==> src/dcws_pkg.sv <==
// Shared types, register indexes, microcode encodings and the control store.
package dcws_pkg;

   localparam int DATA_W    = 32;
   localparam int REG_W     = 31;
   localparam int NUM_REGS  = 8;
   localparam int CSR_IDX_W = 4;
   localparam int STEP_W    = 4;

   localparam logic [CSR_IDX_W-1:0] REG_EMF_GAIN        = 4'd0;
   localparam logic [CSR_IDX_W-1:0] REG_TORQUE_GAIN     = 4'd1;
   localparam logic [CSR_IDX_W-1:0] REG_FRICTION_TORQUE = 4'd2;
   localparam logic [CSR_IDX_W-1:0] REG_SPEED_TO_SLIP   = 4'd3;
   localparam logic [CSR_IDX_W-1:0] REG_SLIP_GAIN       = 4'd4;
   localparam logic [CSR_IDX_W-1:0] REG_GRIP_LIMIT      = 4'd5;
   localparam logic [CSR_IDX_W-1:0] REG_TORQUE_TO_SPEED = 4'd6;
   localparam logic [CSR_IDX_W-1:0] REG_FORCE_TO_SPEED  = 4'd7;

   localparam logic [1:0] SEQ_NEXT     = 2'd0;
   localparam logic [1:0] SEQ_WAIT_REQ = 2'd1;
   localparam logic [1:0] SEQ_EMIT     = 2'd2;
   localparam logic [1:0] SEQ_JUMP     = 2'd3;

   localparam logic [3:0] MUL_NONE    = 4'd0;
   localparam logic [3:0] MUL_W_EMF   = 4'd1;
   localparam logic [3:0] MUL_FR_TTS  = 4'd2;
   localparam logic [3:0] MUL_T_TG    = 4'd3;
   localparam logic [3:0] MUL_W_STS   = 4'd4;
   localparam logic [3:0] MUL_T_SG    = 4'd5;
   localparam logic [3:0] MUL_TQ_TTS  = 4'd6;
   localparam logic [3:0] MUL_F_FTS   = 4'd7;
   localparam logic [3:0] MUL_W_STEP  = 4'd8;

   localparam logic [3:0] ALU_NONE    = 4'd0;
   localparam logic [3:0] ALU_LOAD    = 4'd1;
   localparam logic [3:0] ALU_NET     = 4'd2;
   localparam logic [3:0] ALU_DEAD    = 4'd3;
   localparam logic [3:0] ALU_TORQ    = 4'd4;
   localparam logic [3:0] ALU_GSDIFF  = 4'd5;
   localparam logic [3:0] ALU_FRIC    = 4'd6;
   localparam logic [3:0] ALU_FORCE   = 4'd7;
   localparam logic [3:0] ALU_ACC     = 4'd8;
   localparam logic [3:0] ALU_NEWW    = 4'd9;
   localparam logic [3:0] ALU_EMIT    = 4'd10;

   localparam logic [STEP_W-1:0] STEP_WAIT   = 4'd0;
   localparam logic [STEP_W-1:0] STEP_NET    = 4'd1;
   localparam logic [STEP_W-1:0] STEP_DEAD   = 4'd2;
   localparam logic [STEP_W-1:0] STEP_TORQ   = 4'd3;
   localparam logic [STEP_W-1:0] STEP_GSDIFF = 4'd4;
   localparam logic [STEP_W-1:0] STEP_FRIC   = 4'd5;
   localparam logic [STEP_W-1:0] STEP_FORCE  = 4'd6;
   localparam logic [STEP_W-1:0] STEP_ACC    = 4'd7;
   localparam logic [STEP_W-1:0] STEP_NEWW   = 4'd8;
   localparam logic [STEP_W-1:0] STEP_ANGLE  = 4'd9;
   localparam logic [STEP_W-1:0] STEP_EMIT   = 4'd10;

   typedef struct packed {
      logic signed [DATA_W-1:0] voltage;
      logic signed [DATA_W-1:0] ground_speed;
   } req_type;

   typedef struct packed {
      logic signed [DATA_W-1:0]   ground_force;
      logic                       slipping;
      logic signed [DATA_W-1:0]   motor_torque;
      logic signed [DATA_W-1:0]   wheel_speed_out;
      logic signed [2*DATA_W-1:0] wheel_angle_out;
   } rsp_type;

   typedef struct packed {
      logic [1:0]        seq_op;
      logic [3:0]        mul_op;
      logic [3:0]        alu_op;
      logic [STEP_W-1:0] jump;
   } ucode_type;

   typedef struct packed {
      logic       en;
      logic [3:0] mul_op;
      logic [3:0] alu_op;
   } dp_ctrl_type;

   typedef struct packed {
      logic rsp_hold;
   } dp_stat_type;

   function automatic ucode_type ucode_rom(input logic [STEP_W-1:0] step);
      ucode_type word;
      case (step)
         STEP_WAIT:   word = '{SEQ_WAIT_REQ, MUL_W_EMF,  ALU_LOAD,   STEP_WAIT};
         STEP_NET:    word = '{SEQ_NEXT,     MUL_FR_TTS, ALU_NET,    STEP_WAIT};
         STEP_DEAD:   word = '{SEQ_NEXT,     MUL_T_TG,   ALU_DEAD,   STEP_WAIT};
         STEP_TORQ:   word = '{SEQ_NEXT,     MUL_W_STS,  ALU_TORQ,   STEP_WAIT};
         STEP_GSDIFF: word = '{SEQ_NEXT,     MUL_NONE,   ALU_GSDIFF, STEP_WAIT};
         STEP_FRIC:   word = '{SEQ_NEXT,     MUL_T_SG,   ALU_FRIC,   STEP_WAIT};
         STEP_FORCE:  word = '{SEQ_NEXT,     MUL_TQ_TTS, ALU_FORCE,  STEP_WAIT};
         STEP_ACC:    word = '{SEQ_NEXT,     MUL_F_FTS,  ALU_ACC,    STEP_WAIT};
         STEP_NEWW:   word = '{SEQ_NEXT,     MUL_NONE,   ALU_NEWW,   STEP_WAIT};
         STEP_ANGLE:  word = '{SEQ_NEXT,     MUL_W_STEP, ALU_NONE,   STEP_WAIT};
         STEP_EMIT:   word = '{SEQ_EMIT,     MUL_NONE,   ALU_EMIT,   STEP_WAIT};
         default:     word = '{SEQ_JUMP,     MUL_NONE,   ALU_NONE,   STEP_WAIT};
      endcase
      return word;
   endfunction

endpackage

==> src/dcws_seq.sv <==
// Microcode sequencer: step counter, control store lookup and jumps.
module dcws_seq import dcws_pkg::*; (
   input  logic        clock,
   input  logic        reset,
   input  logic        req_valid,
   input  dp_stat_type stat,
   output logic        req_ready,
   output dp_ctrl_type ctrl
);

   logic [STEP_W-1:0] step_ff;
   logic [STEP_W-1:0] step_in;
   ucode_type         uword;

   assign uword       = ucode_rom(step_ff);
   assign req_ready   = (uword.seq_op == SEQ_WAIT_REQ);

   always_comb begin
      step_in     = step_ff;
      ctrl.en     = 1'b0;
      ctrl.mul_op = uword.mul_op;
      ctrl.alu_op = uword.alu_op;
      case (uword.seq_op)
         SEQ_WAIT_REQ: begin
            if (req_valid) begin
               ctrl.en = 1'b1;
               step_in = step_ff + STEP_W'(1);
            end
         end
         SEQ_NEXT: begin
            ctrl.en = 1'b1;
            step_in = step_ff + STEP_W'(1);
         end
         SEQ_EMIT: begin
            if (!stat.rsp_hold) begin
               ctrl.en = 1'b1;
               step_in = uword.jump;
            end
         end
         default: begin
            step_in = uword.jump;
         end
      endcase
   end

   always_ff @(posedge clock) begin
      if (reset) begin
         step_ff <= STEP_WAIT;
      end else begin
         step_ff <= step_in;
      end
   end

`ifndef NO_ASSERTIONS
   a_step_range: assert property (@(posedge clock) disable iff (reset)
      step_ff <= STEP_EMIT)
      else $error("step counter beyond program");

   a_start: assert property (@(posedge clock) disable iff (reset)
      (req_valid && req_ready) |=> step_ff == STEP_NET)
      else $error("accepted transaction did not start program");

   a_stall_hold: assert property (@(posedge clock) disable iff (reset)
      (step_ff == STEP_EMIT && stat.rsp_hold) |=> step_ff == STEP_EMIT)
      else $error("emit step left while result stalled");

   a_no_overwrite: assert property (@(posedge clock) disable iff (reset)
      (ctrl.en && ctrl.alu_op == ALU_EMIT) |-> !stat.rsp_hold)
      else $error("result register overwritten while stalled");
`endif

endmodule

==> config.mk <==
export PLATFORM = sky130hd
export DESIGN_NAME = dcws_seq
export DESIGN_NICKNAME = d
export VERILOG_FILES = /design/src/dcws_pkg.sv /design/src/dcws_seq.sv
export SDC_FILE = /design/constraint.sdc
export NUM_CORES = 1
export LEC_CHECK = 0
export ABC_AREA = 1
export BUFFER_PORTS_ARGS = -buffer_cell sky130_fd_sc_hd__clkbuf_2
export CAP_MARGIN = 30
export CORE_MARGIN = 1
export CORE_UTILIZATION = 50
export CTS_CLUSTER_DIAMETER = 40
export CTS_CLUSTER_SIZE = 40
export DETAILED_ROUTE_END_ITERATION = 10
export PLACE_DENSITY = 0.8
export REMOVE_ABC_BUFFERS = 1
export SYNTH_ARGS = -nofsm -noshare
export SYNTH_HDL_FRONTEND = slang
export SYNTH_SLANG_ARGS = --single-unit
==> constraint.sdc <==
create_clock -name clock -period 1.9 [get_ports clock]
set_input_delay 0.285 -clock clock [delete_from_list [all_inputs] [get_ports clock]]
set_output_delay 0.285 -clock clock [all_outputs]
set_load 0.02 [all_outputs]
==> metrics.md <==
| Metric | Value |
|---|---|
| Outcome | `complete, no violations` |
| Bufs and invs on worst path | `3` |
| R2R Setup Slk | `250 ps` |
| 1st-pass router iterations | `4` |
| First-pass GRT wire length | `2170 microns` |
| Seq/Total Area, Yosys | `34.2%` |
| Most Frequent Cell on Critical Path | `inv_1` |
| Post-route insts no fill | `between 100 and 150` |
| CTS sink count | `14` |
| Root Buffer | `clkbuf_4` |
| Gate Count Post-Synth | `96` |
| Clock latency on the worst-skew pair | `270 ps` |
| Sequence of cells on the critical path | `inv_2 > o21ai_1 > nand2_1 > nand3_2 > inv_1 > ha_1 > inv_1 > nand4_1 > a21oi_2` |
| Cell area after layout | `867 sq um` |
| Drt initial violations | `10` |
| Max Slew Vio Count | `0` |
| Met2 track demand over resource | `29.8%` |
| Setup tns final | `0 ps` |
| Static leakage power | `~0.43 nW` |
| Setup crit end kind | `flip-flop` |
| Critical-path top delay cell | `dfxtp_1` |
| Starting Density | `53.8%` |
| Net count, final | `115` |
| DR DRC count | `0` |
| Maximum clock frequency | `608 MHz` |
| Drt wl/cell | `11.6 microns` |
| Commonest cells after routing, fill and taps aside | `nand2_1 (15), dfxtp_1 (14), clkbuf_2 (13)` |
| Total GRT Usage | `16.2%` |
| Cells on worst reg2reg path | `9` |
| Synthesis Warnings | `0` |
| Worst hold start | `reset` |
| Worst reg2reg path endpoint | `uword[6]$_SDFF_PN0_` |
| Buffers on Ports | `13` |
| Initial antenna violation count | `0` |
| CP required | `2110 ps` |
| Crit path DAT | `between 1500 and 2000 ps` |
| Critical path launch point type | `flip-flop` |
| Postcts setup bufs | `0` |
| Hold-fix buffers, CTS | `0` |
| Core area | `1520 sq um` |
| Die width | `roughly 42 microns` |
| Crit Path Class | `flip-flop to flip-flop` |
| Total CTS buffers | `3` |
| Worst Skew | `3.21 ps` |
| Yosys cell types | `22` |
| Grt met3 use | `~2.6%` |
| CTS clk-pin slew, worst paths | `80 ps` |
| IR drop worst, VDD | `0.000563 V` |
| Crit-path max cell delay | `roughly 400 ps` |
| Min-Delay Endpoint | `uword[6]$_SDFF_PN0_` |
| GPL Wtd Cong | `0.788` |
| Most common cell after layout, fill and taps aside | `nand2_1` |
| DR vias/cell | `~5.2` |
| Vias in the first global route | `551` |
| WL final | `between 1000 and 1500 microns` |
| Maxcap violations | `0` |
| Slew @ Worst Pin | `245 ps` |
| Hold Path Depth | `4` |
| IO Pins | `14` |
| Hold Vio Cnt, Final | `0` |
| Dpl cells | `117` |
| Final setup violation count | `0` |
| Area grow syn2layout | `5.80%` |
| Final period util | `86.6%` |
| CTS tree | `yes` |
| Largest net degree at the start of global routing | `9` |
| Max Root-Sink Buffers | `2` |
| Cell Pwr Density | `1150 nW/um^2` |
| Mapped cell area | `between 800 and 900 sq um` |
| GRT Residual Overflow | `0` |
| Antenna Nets Post-Route | `0` |
| DP HPWL | `around 1100 microns` |
| Seq cells post-synth | `14` |
| Top Usage Layer GRT | `met2` |
| Via count | `622` |
| ANT cells | `0` |
| Fillers | `140` |
| Finished Core Util | `56.9%` |
| RSZ-0062 raised after global routing | `false` |
| Placed inst area | `845 sq um` |
| Top Family by Delay on Critical Path | `simple AND/OR/NAND/NOR gates` |
| Crit Reg-Reg Startpoint | `uword[12]$_DFF_P_` |
| Die Y | `~42 microns` |
| Layout cells sized above 1 | `about two fifths` |
| Syn avg cell area | `8.54 sq um` |
| Cell row count | `14` |
| Post_cts resized | `0` |
| Die area | `~1800 sq um` |
| H-Tree Depth | `1` |
| Hold crit path type | `input port to flip-flop` |
| M1 GR Usage | `between 10% and 20%` |
| Relative slew slack | `83.7%` |
| Final Critical Period | `roughly 1600 ps` |
| Crit-path max FO | `7` |
cell families (layout without fill, tap and decap cells):
logic type,after synthesis,in the layout,share of synthesized area (%)
fa+ha+maj,5,5,7.63
simple gates,40,40,32.8
flops,14,14,34.2
compound gates,12,12,9.92
buf+inv,25,33,15.4
cell usage after synthesis:
master / n / share of area [%]
nand2_1: 15 / 6.9
dfxtp_1: 14 / 34
inv_1: 12 / 5.5
buf_4: 8 / 7.3
a21oi_1: 5 / 3.1
ha_1: 5 / 7.6
nand3_1: 5 / 3.1
inv_2: 4 / 1.8
nand2_2: 4 / 3.1
nand3_2: 4 / 4.9
nand3_4: 3 / 6.4
o21ai_1: 3 / 1.8
a21oi_2: 2 / 2.1
nand4_1: 2 / 1.5
nor2_1: 2 / 0.92
nor2_4: 2 / 2.7
inv_4: 1 / 0.76
nand2_4: 1 / 1.4
nor2_2: 1 / 0.76
nor3_2: 1 / 1.2
o21ai_0: 1 / 0.61
o21bai_4: 1 / 2.3
sequential cells by signal (all words and copies together) (netlist names):
register	count
uword	10
step_ff	4
per-stage QoR:
stage	hold slack [ps]	total power, W	worst slack (ps)
global placement	630	0.000818	389
floorplan	518	0.000730	418
CTS	394	0.000999	247
global route	400	0.00106	122
detailed placement	642	0.000842	289
finish	387	0.000999	255
per-layer routing:
metal | vias up | routed length, microns | share of wire (%)
met5 | - | 0 | 0
met4 | 0 | 24 | 1.7
met3 | 4 | 31 | 2.2
met2 | 8 | 736 | 53
met1 | 291 | 598 | 43
li1 | 319 | - | -
worst min-delay path, delay by kind of cell:
family / cells / cell delay [ps]
simple gates: 2 / 160
buf+inv: 1 / 110
compound gates: 1 / 60
cell type report:
type	instances	area, sq um	area share [%]
Multi-Input combinational cell	57	413	47.6
Sequential cell	14	280	32.3
Inverter	17	66.3	7.65
Timing Repair Buffer	13	65.1	7.50
Clock buffer	3	22.5	2.60
Tap cell	16	20.0	2.31
power by group:
| part | total, W | internal [W] | switching (W) |
|---|---|---|---|
| Clock | 0.000163 | 0.0000733 | 0.0000894 |
| Combinational | 0.000438 | 0.000147 | 0.000291 |
| Sequential | 0.000398 | 0.000362 | 0.0000357 |
| Total | 0.000999 | 0.000582 | 0.000417 |
how the worst max path moves through the flow:
stage	startpoint	to	slack [ps]	cells past startpoint
6_report	uword[12]$_DFF_P_	uword[6]$_SDFF_PN0_	250	9
5_1_grt	uword[12]$_DFF_P_	uword[6]$_SDFF_PN0_	120	9
4_1_cts	uword[12]$_DFF_P_	uword[6]$_SDFF_PN0_	250	9
3_5_place_dp	uword[12]$_DFF_P_	uword[6]$_SDFF_PN0_	290	9
3_3_place_gp	step_ff[0]$_SDFFE_PP0N_	uword[6]$_SDFF_PN0_	390	9
2_1_floorplan	step_ff[0]$_SDFFE_PP0N_	uword[6]$_SDFF_PN0_	420	9
(Power assumes the default switching activity.)
